--- src/rtl/spe_pkg.sv ---
`timescale 1ns / 1ps
// Package for the splitmix entropy pool: item kinds, step constants and
// the status struct between the top level and the mixer. No dependencies.
package spe_pkg;

  // Item kinds carried in the kind field
  typedef enum logic [2:0] {
    KindSeed    = 3'd0,
    KindWord    = 3'd1,
    KindByte    = 3'd2,
    KindEnd     = 3'd3,
    KindSqueeze = 3'd4
  } spe_kind_e;

  localparam logic [63:0] GoldenGamma = 64'h9e37_79b9_7f4a_7c15;
  localparam logic [63:0] MulOne      = 64'hbf58_476d_1ce4_e5b9;
  localparam logic [63:0] MulTwo      = 64'h94d0_49bb_1331_11eb;

  localparam int unsigned ShiftOne   = 30;
  localparam int unsigned ShiftTwo   = 27;
  localparam int unsigned ShiftThree = 31;

  localparam logic [2:0] LaneLast = 3'd7;
  localparam logic [3:0] ByteMax  = 4'd8;

  // Mixer status seen by the top level
  typedef struct packed {
    logic busy;  // started and result not yet taken
    logic done;  // result word is held and valid
  } spe_mix_stat_t;

endpackage

--- src/rtl/spe_if.sv ---
`timescale 1ns / 1ps
// Valid/ready channel interfaces for the splitmix entropy pool.
// Input items carry kind and value; result items carry the output word.
interface spe_in_if;
  logic        valid;
  logic        ready;
  logic [2:0]  kind;
  logic [63:0] value;

  modport source (output valid, output kind, output value, input ready);
  modport sink   (input valid, input kind, input value, output ready);
endinterface

interface spe_out_if;
  logic        valid;
  logic        ready;
  logic [63:0] random_word;
  logic [3:0]  byte_count;
  logic        last;

  modport source (output valid, output random_word, output byte_count, output last,
                  input ready);
  modport sink   (input valid, input random_word, input byte_count, input last,
                  output ready);
endinterface

--- src/rtl/spe_mul32.sv ---
`timescale 1ns / 1ps
// Shared 32x32 unsigned multiplier with a registered 64-bit product.
// Used by spe_mixer for the partial products of the 64-bit multiplies.
module spe_mul32 (
  input  logic        clk_i,
  input  logic [31:0] a_i,
  input  logic [31:0] b_i,
  output logic [63:0] prod_o
);

  logic [63:0] prod_q;

  // Registered product
  always_ff @(posedge clk_i) begin
    prod_q <= 64'(a_i) * 64'(b_i);
  end

  assign prod_o = prod_q;

endmodule

--- src/rtl/spe_mixer.sv ---
`timescale 1ns / 1ps
// SplitMix64 output finalizer: xor-shift / multiply rounds over a shared
// 32x32 multiplier (spe_mul32). Depends on spe_pkg.
module spe_mixer (
  input  logic                  clk_i,
  input  logic                  rst_ni,
  input  logic                  start_i,
  input  logic [63:0]           pool_i,
  input  logic                  ack_i,
  output spe_pkg::spe_mix_stat_t stat_o,
  output logic [63:0]           word_o
);
  import spe_pkg::*;

  typedef enum logic [2:0] {
    StIdle,
    StMulLL,
    StMulLH,
    StMulHL,
    StMulFin,
    StHold
  } state_e;

  state_e      state_q;
  logic        round_q;
  logic [63:0] z_q;
  logic [63:0] acc_q;
  logic [63:0] word_q;

  logic [63:0] mconst;
  logic [31:0] mul_a;
  logic [31:0] mul_b;
  logic [63:0] prod;
  logic [31:0] fin_hi;
  logic [63:0] fin_r;

  assign mconst = round_q ? MulTwo : MulOne;

  // Operand select for the partial products; low 64 bits of z*m only
  always_comb begin
    unique case (state_q)
      StMulLH: begin
        mul_a = z_q[31:0];
        mul_b = mconst[63:32];
      end
      StMulHL: begin
        mul_a = z_q[63:32];
        mul_b = mconst[31:0];
      end
      default: begin
        mul_a = z_q[31:0];
        mul_b = mconst[31:0];
      end
    endcase
  end

  spe_mul32 u_mul (
    .clk_i  (clk_i),
    .a_i    (mul_a),
    .b_i    (mul_b),
    .prod_o (prod)
  );

  // Last cross term folds into the upper half
  assign fin_hi = acc_q[63:32] + prod[31:0];
  assign fin_r  = {fin_hi, acc_q[31:0]};

  // Sequencer
  always_ff @(posedge clk_i or negedge rst_ni) begin
    if (!rst_ni) begin
      state_q <= StIdle;
      round_q <= 1'b0;
      z_q     <= '0;
      acc_q   <= '0;
      word_q  <= '0;
    end else begin
      unique case (state_q)
        StIdle: begin
          if (start_i) begin
            z_q     <= pool_i ^ (pool_i >> ShiftOne);
            round_q <= 1'b0;
            state_q <= StMulLL;
          end
        end
        StMulLL: state_q <= StMulLH;
        StMulLH: begin
          acc_q   <= prod;  // low x low
          state_q <= StMulHL;
        end
        StMulHL: begin
          acc_q[63:32] <= acc_q[63:32] + prod[31:0];  // low x high
          state_q      <= StMulFin;
        end
        StMulFin: begin
          if (!round_q) begin
            z_q     <= fin_r ^ (fin_r >> ShiftTwo);
            round_q <= 1'b1;
            state_q <= StMulLL;
          end else begin
            word_q  <= fin_r ^ (fin_r >> ShiftThree);
            state_q <= StHold;
          end
        end
        StHold: begin
          if (ack_i) begin
            state_q <= StIdle;
          end
        end
        default: state_q <= StIdle;
      endcase
    end
  end

  assign stat_o.busy = (state_q != StIdle);
  assign stat_o.done = (state_q == StHold);
  assign word_o      = word_q;

endmodule

--- src/rtl/splitmix_entropy_pool.sv ---
`timescale 1ns / 1ps
// Splitmix entropy pool top level. Seed, mix and end items do not close the input.
// A squeeze item runs two 64-bit multiplies, each as partial products on the shared
// 32x32 multiplier, then moves into the output register, which waits while that
// register is full; the input reopens only after that, so squeezes never overlap.
// Asynchronous active-low reset clears pool, byte lane and all valids.
// Depends on spe_pkg, spe_if, spe_mixer.
module splitmix_entropy_pool (
  input  logic  clk_i,
  input  logic  rst_ni,
  spe_in_if.sink    in_i,
  spe_out_if.source out_o
);
  import spe_pkg::*;

  logic [63:0]   pool_q, pool_d;
  logic [2:0]    lane_q, lane_d;
  logic [3:0]    cnt_pend_q, cnt_pend_d;
  logic          last_pend_q, last_pend_d;
  logic          out_valid_q;
  logic [63:0]   out_word_q;
  logic [3:0]    out_cnt_q;
  logic          out_last_q;

  logic          accept;
  logic          start;
  logic          take;
  logic [63:0]   byte_mix;
  logic [63:0]   xored;
  spe_mix_stat_t mix_stat;
  logic [63:0]   mix_word;

  assign in_i.ready = !mix_stat.busy;
  assign accept     = in_i.valid && in_i.ready;

  assign byte_mix = {56'd0, in_i.value[7:0]} << {lane_q, 3'b000};

  // Pool update per item kind
  always_comb begin
    pool_d      = pool_q;
    lane_d      = lane_q;
    cnt_pend_d  = cnt_pend_q;
    last_pend_d = last_pend_q;
    start       = 1'b0;
    xored       = pool_q ^ byte_mix;
    if (accept) begin
      unique case (spe_kind_e'(in_i.kind))
        KindSeed: begin
          pool_d = in_i.value;
          lane_d = '0;
        end
        KindWord: pool_d = (pool_q ^ in_i.value) + GoldenGamma;
        KindByte: begin
          pool_d = (lane_q == LaneLast) ? xored + GoldenGamma : xored;
          lane_d = lane_q + 3'd1;
        end
        KindEnd: begin
          pool_d = pool_q + GoldenGamma;
          lane_d = '0;
        end
        KindSqueeze: begin
          pool_d      = pool_q + GoldenGamma;
          start       = 1'b1;
          cnt_pend_d  = (in_i.value > 64'(ByteMax)) ? ByteMax : in_i.value[3:0];
          last_pend_d = (in_i.value <= 64'(ByteMax));
        end
        default: ;
      endcase
    end
  end

  always_ff @(posedge clk_i or negedge rst_ni) begin
    if (!rst_ni) begin
      pool_q      <= '0;
      lane_q      <= '0;
      cnt_pend_q  <= '0;
      last_pend_q <= 1'b0;
    end else begin
      pool_q      <= pool_d;
      lane_q      <= lane_d;
      cnt_pend_q  <= cnt_pend_d;
      last_pend_q <= last_pend_d;
    end
  end

  spe_mixer u_mixer (
    .clk_i   (clk_i),
    .rst_ni  (rst_ni),
    .start_i (start),
    .pool_i  (pool_d),
    .ack_i   (take),
    .stat_o  (mix_stat),
    .word_o  (mix_word)
  );

  // Output register; refilled from the mixer when empty or drained
  assign take = mix_stat.done && (!out_valid_q || out_o.ready);

  always_ff @(posedge clk_i or negedge rst_ni) begin
    if (!rst_ni) begin
      out_valid_q <= 1'b0;
      out_word_q  <= '0;
      out_cnt_q   <= '0;
      out_last_q  <= 1'b0;
    end else begin
      if (take) begin
        out_valid_q <= 1'b1;
        out_word_q  <= mix_word;
        out_cnt_q   <= cnt_pend_q;
        out_last_q  <= last_pend_q;
      end else if (out_o.ready) begin
        out_valid_q <= 1'b0;
      end
    end
  end

  assign out_o.valid       = out_valid_q;
  assign out_o.random_word = out_word_q;
  assign out_o.byte_count  = out_cnt_q;
  assign out_o.last        = out_last_q;

endmodule

--- src/flat_wrapper.sv ---
// flat-port wrapper written by rule: the top's interface ports become plain ports
module splitmix_entropy_pool_flat import spe_pkg::*;
  (clk_i, rst_ni, in_i_valid, in_i_kind, in_i_value, in_i_ready, out_o_valid, out_o_random_word, out_o_byte_count, out_o_last, out_o_ready);
  spe_in_if in_i_i ();
  spe_out_if out_o_i ();
  input  logic clk_i;
  input  logic rst_ni;
  input wire logic [$bits(in_i_i.valid)-1:0] in_i_valid;
  input wire logic [$bits(in_i_i.kind)-1:0] in_i_kind;
  input wire logic [$bits(in_i_i.value)-1:0] in_i_value;
  output wire logic [$bits(in_i_i.ready)-1:0] in_i_ready;
  output wire logic [$bits(out_o_i.valid)-1:0] out_o_valid;
  output wire logic [$bits(out_o_i.random_word)-1:0] out_o_random_word;
  output wire logic [$bits(out_o_i.byte_count)-1:0] out_o_byte_count;
  output wire logic [$bits(out_o_i.last)-1:0] out_o_last;
  input wire logic [$bits(out_o_i.ready)-1:0] out_o_ready;
  assign in_i_i.valid = in_i_valid;
  assign in_i_i.kind = in_i_kind;
  assign in_i_i.value = in_i_value;
  assign in_i_ready = in_i_i.ready;
  assign out_o_valid = out_o_i.valid;
  assign out_o_random_word = out_o_i.random_word;
  assign out_o_byte_count = out_o_i.byte_count;
  assign out_o_last = out_o_i.last;
  assign out_o_i.ready = out_o_ready;
  splitmix_entropy_pool u_core (.clk_i(clk_i), .rst_ni(rst_ni), .in_i(in_i_i), .out_o(out_o_i));
endmodule
--- config.mk ---
export PLATFORM = sky130hd
export DESIGN_NAME = splitmix_entropy_pool_flat
export DESIGN_NICKNAME = d
export VERILOG_FILES = /design/src/rtl/spe_pkg.sv /design/src/rtl/spe_if.sv /design/src/rtl/spe_mul32.sv /design/src/rtl/spe_mixer.sv /design/src/rtl/splitmix_entropy_pool.sv /design/src/flat_wrapper.sv
export SDC_FILE = /design/constraint.sdc
export NUM_CORES = 2
export LEC_CHECK = 0
export ABC_AREA = 1
export BUFFER_PORTS_ARGS = -buffer_cell sky130_fd_sc_hd__buf_2
export CAP_MARGIN = 20
export CORE_MARGIN = 1
export CORE_UTILIZATION = 35
export DETAILED_ROUTE_END_ITERATION = 16
export PLACE_DENSITY_LB_ADDON = 0.15
export SLEW_MARGIN = 0
export SYNTH_ARGS = -nofsm -noshare
export SYNTH_HDL_FRONTEND = slang
export SYNTH_SLANG_ARGS = --single-unit
export TNS_END_PERCENT = 100
--- constraint.sdc ---
create_clock -name clk_i -period 20 [get_ports clk_i]
set_input_delay 4 -clock clk_i [delete_from_list [all_inputs] [get_ports clk_i]]
set_output_delay 4 -clock clk_i [all_outputs]
set_load 0.01 [all_outputs]
* Yosys cells after proc, flatten, opt, wreduce, memory -nomap -nowiden
Index checks and enable logic that the tools add are counted.
** Storage, ports and cells
- Bits in registers :: 402
- Input port bits :: 71
- Output and inout port bits :: 71
** Cells by class
- Add/subtract/negate cells :: 5
- $mul :: 1
- Magnitude comparators :: 2
- Equality and inequality tests :: 13
- Shifts and indexed selects :: 1
- Muxes and demuxes :: 22
- Bitwise gates (word level) :: 5
- Reduce and logical (&&, ||, !) cells :: 20
** Operators with widths (count)
- 64-bit 2-to-1 mux :: 4
- 64-bit case mux with 4 select lines :: 1
- 64-bit adder (second input constant) :: 3
- 64-bit case mux with 2 select lines :: 1
- 64-bit bitwise XOR :: 2
- 64-bit by 4-bit greater-than comparator with 1-bit output (second input constant) :: 1
- 64-bit by 4-bit less-or-equal comparator with 1-bit output (second input constant) :: 1
- 32-bit by 32-bit multiplier with 64-bit output :: 1
- 32-bit 2-to-1 mux :: 2
- 32-bit case mux with 2 select lines :: 1
- 8-bit by 6-bit << shifter with 64-bit output :: 1
- 64-bit by 33-bit bitwise XOR with 64-bit output :: 1
- 64-bit by 34-bit bitwise XOR with 64-bit output :: 1
- 64-bit by 37-bit bitwise XOR with 64-bit output :: 1
- 62-bit 2-to-1 mux :: 1
- 32-bit adder :: 1
- 3-bit case mux with 6 select lines :: 1
- 3-bit by 2-bit == test with 1-bit output (second input constant) :: 4
- 3-bit == test (second input constant) :: 4
- 2-bit AND reduction :: 5
- 3-bit 2-to-1 mux :: 3
- 2-bit nonzero test :: 4
- 3-bit by 1-bit == test with 1-bit output (second input constant) :: 2
- 3-bit zero test :: 2
- 13 further kinds :: 21

* Longest topological paths before layout
- Depth in word-level cells :: 9
- Gate-level depth with buffers :: 42
- Gate-level depth less buffers :: 39

* Hierarchy
Synthesis repeated with hierarchy kept, for this count alone.
** Unflattened totals
- Cells, all modules :: 10094
- Area total of the unflattened synthesis :: 67217.0 um2
** By module, submodules not included
- spe_mul32 :: times used 1, cells each 5023, area each 37312.0 um2, seq. area each 1281.2 um2
- splitmix_entropy_pool :: times used 1, cells each 3379, area each 17865.9 um2, seq. area each 3553.4 um2
- spe_mixer :: times used 1, cells each 1692, area each 12039.0 um2, seq. area each 4904.7 um2

* Least setup slack after synthesis
No wires, ideal clock.
- Path kind :: flip-flop to flip-flop
- Start :: register u_core.u_mixer.state_q[2]
- End :: register u_core.u_mixer.u_mul.prod_q[60], in the netlist u_core.u_mixer.u_mul.prod_o[60]
- Setup time :: 0.123 ns
- Arrival :: 8.406 ns
- Path slack :: 11.470 ns
- Stages on the path, launching flop included :: 36
- Buffers on the path :: 4
- Path through :: dfrtp_1 > nor2_1 > clkinv_1 > nor2_1 > inv_1 > clkbuf_1 > buf_1 > ha_1 > clkbuf_1 > clkbuf_1 > nor2_1 > inv_1 > fa_1 > inv_1 > fa_1 > fa_1 > inv_1 > fa_1 > inv_1 > fa_1 > inv_1 > fa_1 > inv_1 > fa_1 > fa_1 > ha_1 > nand2_1 > nor4_1 > nand2_1 > o21ai_0 > a21oi_1 > o21bai_1 > nand2_1 > o211ai_1 > a21oi_1 > xor2_1
** Between the ends
- Longest elaborated chain between the ends :: 3
- Elaborated cells between the ends (all ways) :: 5
- Those cells by class :: mul: 1; eq/ne: 2; mux: 2
** Ends and longest elaborated chain
- start: declaration :: line spe_mixer.sv:24 : state_e state_q;
- start signal: assignment :: line spe_mixer.sv:71 : state_q <= StIdle;
- start signal: assignment :: line spe_mixer.sv:82 : state_q <= StMulLL;
- start signal: assignment :: line spe_mixer.sv:85 : StMulLL: state_q <= StMulLH;
- 3-bit by 2-bit == test with 1-bit output :: line spe_mixer.sv:41 : unique case (state_q)
- 32-bit 2-to-1 mux :: line spe_mixer.sv:41
- named net u_core.u_mixer.mul_b[21] :: line spe_mixer.sv:32 : logic [31:0] mul_b;
- 32-bit by 32-bit multiplier with 64-bit output :: line spe_mul32.sv:15 : prod_q <= 64'(a_i) * 64'(b_i);
- end signal: assignment :: line spe_mul32.sv:15
- end: declaration :: line spe_mul32.sv:11 : logic [63:0] prod_q;
The timed path passes the listed nets, and every way through them passes these cells.
A chain may end at the register's enable or synchronous reset.

* Worst setup path in the final report
- Start :: register u_core.u_mixer.state_q[2]
- End :: register u_core.u_mixer.u_mul.prod_q[59], in the netlist u_core.u_mixer.u_mul.prod_o[59]
** Between the ends
- Longest elaborated chain between the ends :: 3
- Elaborated cells between the ends (all ways) :: 5
- Those cells by class :: mul: 1; eq/ne: 2; mux: 2
** Ends and longest elaborated chain (line)
- 3-bit by 2-bit == test with 1-bit output :: spe_mixer.sv:41
- 32-bit 2-to-1 mux :: spe_mixer.sv:41
- 32-bit by 32-bit multiplier with 64-bit output * :: spe_mul32.sv:15
Mark *: on every way between the ends. The rest lies on a longest branch, timed or not.

==> results_dict.tcl <==
set metrics [dict create \
    crit_path_end "u_core.u_mixer.u_mul.prod_o[59]" \
    synth_cells 8226 \
    grt_max_degree 108 \
    route.detailed.drc 0 \
    num_vias 56000 \
    chipWidth_um 416 \
    status "finished clean" \
    cts_resized 0 \
    rsz0062_at_grt "false" \
    die_area_sq_um 173000 \
    worstReg2RegStart "u_core.u_mixer.state_q[2]" \
    reg2reg_to "u_core.u_mixer.u_mul.prod_o[59]" \
    synth_area_leaders "fa_1 27%, dfrtp_1 14%, nand2_1 12%, inv_1 10%, ha_1 8.1%" \
    root_buffer "clkbuf_16" \
    cap_violations 0 \
    crit_path_start "u_core.u_mixer.state_q[2]" \
    critPathTopFamily "adder cells" \
    dr.pass1.iters 8 \
    slowest_delay_ns 0.72 \
    crit_type "reg2reg" \
    r2r_setup_slack_ns 9.07 \
    fin_ws_ns 9.07 \
    synth_nets 9488 \
    cts.sinks 402 \
    nNetsFinal 9544 \
    min_period_over_period_pct 54.7 \
    yosys_warnings 0 \
    setup_violations 0 \
    path_common_cell "fa_1" \
    relSlewSlack_pct 19.7 \
    crit_arrival_ns 11.44 \
    final_cell_mix "1901 x nand2_1, 1666 x inv_1, 839 x nor2_1, 803 x fa_1, 552 x nand3_1" \
    syn_area_sq_um 60000 \
    grt_pass1_vias 56300 \
    fill_cells 18200 \
    start_kind "flip-flop" \
    worstPathMaxFanout 86 \
    grt_overflow 0 \
    end_kind "flip-flop" \
    period_needed_ns 10.93 \
    cts_inserted_buffers 48 \
    hold_viol 0 \
    max_freq_mhz 91.5 \
    dpl_worst_slack_ns 9.28 \
    drv_slew 0 \
    async_flop_share_pct 84.1 \
    grt.total_usage_pct 34.1 \
    gp_congestion 0.987 \
    core_sq_um 170000 \
    first_iter_violations 5660 \
    yosysTopAreaCell "fa_1" \
    clkTransAtPathRegs_ns 0.06 \
    die_h_um 416 \
    wl_per_cell_um 28.2 \
    regArea_sq_um 9750 \
    synthFlopType "dfrtp_1" \
    grt_pass1_wl_um 420000 \
    ant_nets 0 \
    yosysSeqAreaShare_pct 16.2 \
    synth_edf_count 0 \
    reg2regPathDepth 36 \
    avgSynthCellArea_sq_um 7.29 \
    synth_top_area_share_pct 26.8 \
    layout_commonest_cell "nand2_1" \
    cp.depth 36 \
    worstMarginPinSlew_ns 1.20 \
    htreeDepth 2 \
    rows 151 \
    viasPerCell 5.31 \
    routed_wl_um 298000 \
    port_buffers 141 \
    multi_input_area_sq_um 42900 \
    holdBufCountCts 0 \
    cts_buffer_depth 3 \
    yosys_register_bits 402 \
    dp_hpwl_um 251000 \
    cts_tree "yes" \
    ys_types 59 \
    required_ns 20.51 \
    hold_class "reg2reg" \
    start_util_pct 35.3 \
    io_pins 142 \
    areaGrowthSynthToFinish_pct 8.41 \
    fin_tns_setup_ns 0 \
    cp_num_buf_inv 11 \
    antenna_found_initial 16 \
    drive_gt1_share_pct 6.78 \
    clk_latency_ns 0.64 \
    post_cts_buffers 0 \
    slowest_stage "buf_4" \
    finClkSkew_ns 0.0305 \
]
-- logic make-up after synthesis --
kind of cell | after synthesis | synth area share [%]
AND/OR/NAND/NOR | 3621 | 25.4
adder cells (fa/ha/maj) | 1191 | 34.9
AO/OA/AOI/OAI | 862 | 7.87
XOR/XNOR | 175 | 2.58
buffers and inverters | 1946 | 12.5
multiplexers | 29 | 0.544
flip-flops | 402 | 16.2
-- synth_stat cells (3+ instances only) --
library cell / instances
ha_1: 388
mux2_2: 29
nand3b_1: 14
o21ai_0: 373
nand2_2: 50
clkinv_1: 11
a221oi_1: 5
nor2_8: 3
xor2_1: 96
buf_6: 11
buf_4: 6
o221ai_1: 4
o21ai_1: 24
xnor2_1: 78
fa_1: 803
nor3_1: 41
nand3_1: 552
nor4_1: 23
inv_1: 1669
nand4_1: 95
a22oi_1: 30
nand3_2: 3
o21bai_1: 22
a21o_1: 14
dfrtp_1: 338
dfxtp_1: 64
nand2_1: 1902
nor2_4: 12
o2111ai_1: 5
o211ai_1: 14
nor3_2: 4
buf_2: 37
a31oi_1: 36
o22ai_1: 22
a21boi_0: 7
nor2_1: 848
inv_2: 33
or2_2: 17
nand2_4: 7
buf_1: 12
clkbuf_1: 163
o21a_1: 8
a21oi_2: 6
nor2_2: 43
a21oi_1: 286
-- per-layer routing --
| layer | vias up | routed length, um | part of all wire, % | global-route usage (%) |
|---|---|---|---|---|
| li1 | 25400 | - | - | - |
| met1 | 27900 | 125000 | 42 | 45.3 |
| met2 | 2321 | 136000 | 46 | 55.0 |
| met3 | 457 | 21000 | 7.1 | 4.94 |
| met4 | 10 | 15700 | 5.3 | 15.3 |
| met5 | - | 76 | 0.026 | 0 |
-- worst reg2reg max path: cells and delay by family, from the launching register on --
kind,cells,cell delay [ns]
flip-flops,1,0.45
adder cells (fa/ha/maj),10,4.53
buffers and inverters,11,2.92
XOR/XNOR,1,0.14
AO/OA/AOI/OAI,4,0.58
AND/OR/NAND/NOR,10,2.19
-- sequential cells by signal, summed over array words and instances, names as in the netlist --
| signal | cells |
|---|---|
| u_core.out_o.random_word | 64 |
| u_core.u_mixer.z_q | 64 |
| u_core.last_pend_q | 1 |
| u_core.u_mixer.round_q | 1 |
| u_core.out_o.last | 1 |
| u_core.u_mixer.state_q | 3 |
| u_core.pool_q | 64 |
| u_core.out_o.valid | 1 |
| u_core.lane_q | 3 |
| u_core.out_o.byte_count | 4 |
| u_core.u_mixer.u_mul.prod_o | 64 |
| u_core.u_mixer.acc_q | 64 |
| u_core.u_mixer.word_o | 64 |
| u_core.cnt_pend_q | 4 |
-- final cells by class --
type                       instances  area share (%)
clock buffer                      62            2.05
tap                             2218            4.27
timing repair buffer             237            2.27
sequential                       402            15.0
antenna                            4          0.0154
multi-input combinational       5878            66.0
clock inverter                    28           0.514
inverter                        1715            9.91
-- per-stage QoR --
step	hold WS [ns]	std cells	util [%]	area, sq um
finish	0.461	10500	38.3	65000
global route	0.498	10500	38.3	65000
CTS	0.461	10500	38.3	65000
detailed placement	0.446	10400	37.3	63300
global placement	0.448	10400	37.3	63300
floorplan	0.430	8226	-	60000
-- how the worst min path moves through the flow --
stage / from / to / cells past startpoint / slack [ns]
2_1_floorplan: u_core.u_mixer.u_mul.prod_o[61] / u_core.u_mixer.acc_q[61] / 2 / 0.43
3_3_place_gp: u_core.u_mixer.u_mul.prod_o[47] / u_core.u_mixer.acc_q[47] / 2 / 0.45
3_5_place_dp: u_core.u_mixer.u_mul.prod_o[43] / u_core.u_mixer.acc_q[43] / 2 / 0.45
4_1_cts: u_core.u_mixer.u_mul.prod_o[43] / u_core.u_mixer.acc_q[43] / 2 / 0.46
5_1_grt: u_core.u_mixer.u_mul.prod_o[47] / u_core.u_mixer.acc_q[47] / 2 / 0.50
6_report: u_core.u_mixer.u_mul.prod_o[43] / u_core.u_mixer.acc_q[43] / 2 / 0.46
Power is left out: the tool's default activity adds up to more than one toggle a clock period on the data nets, which glitch-free logic cannot reach.
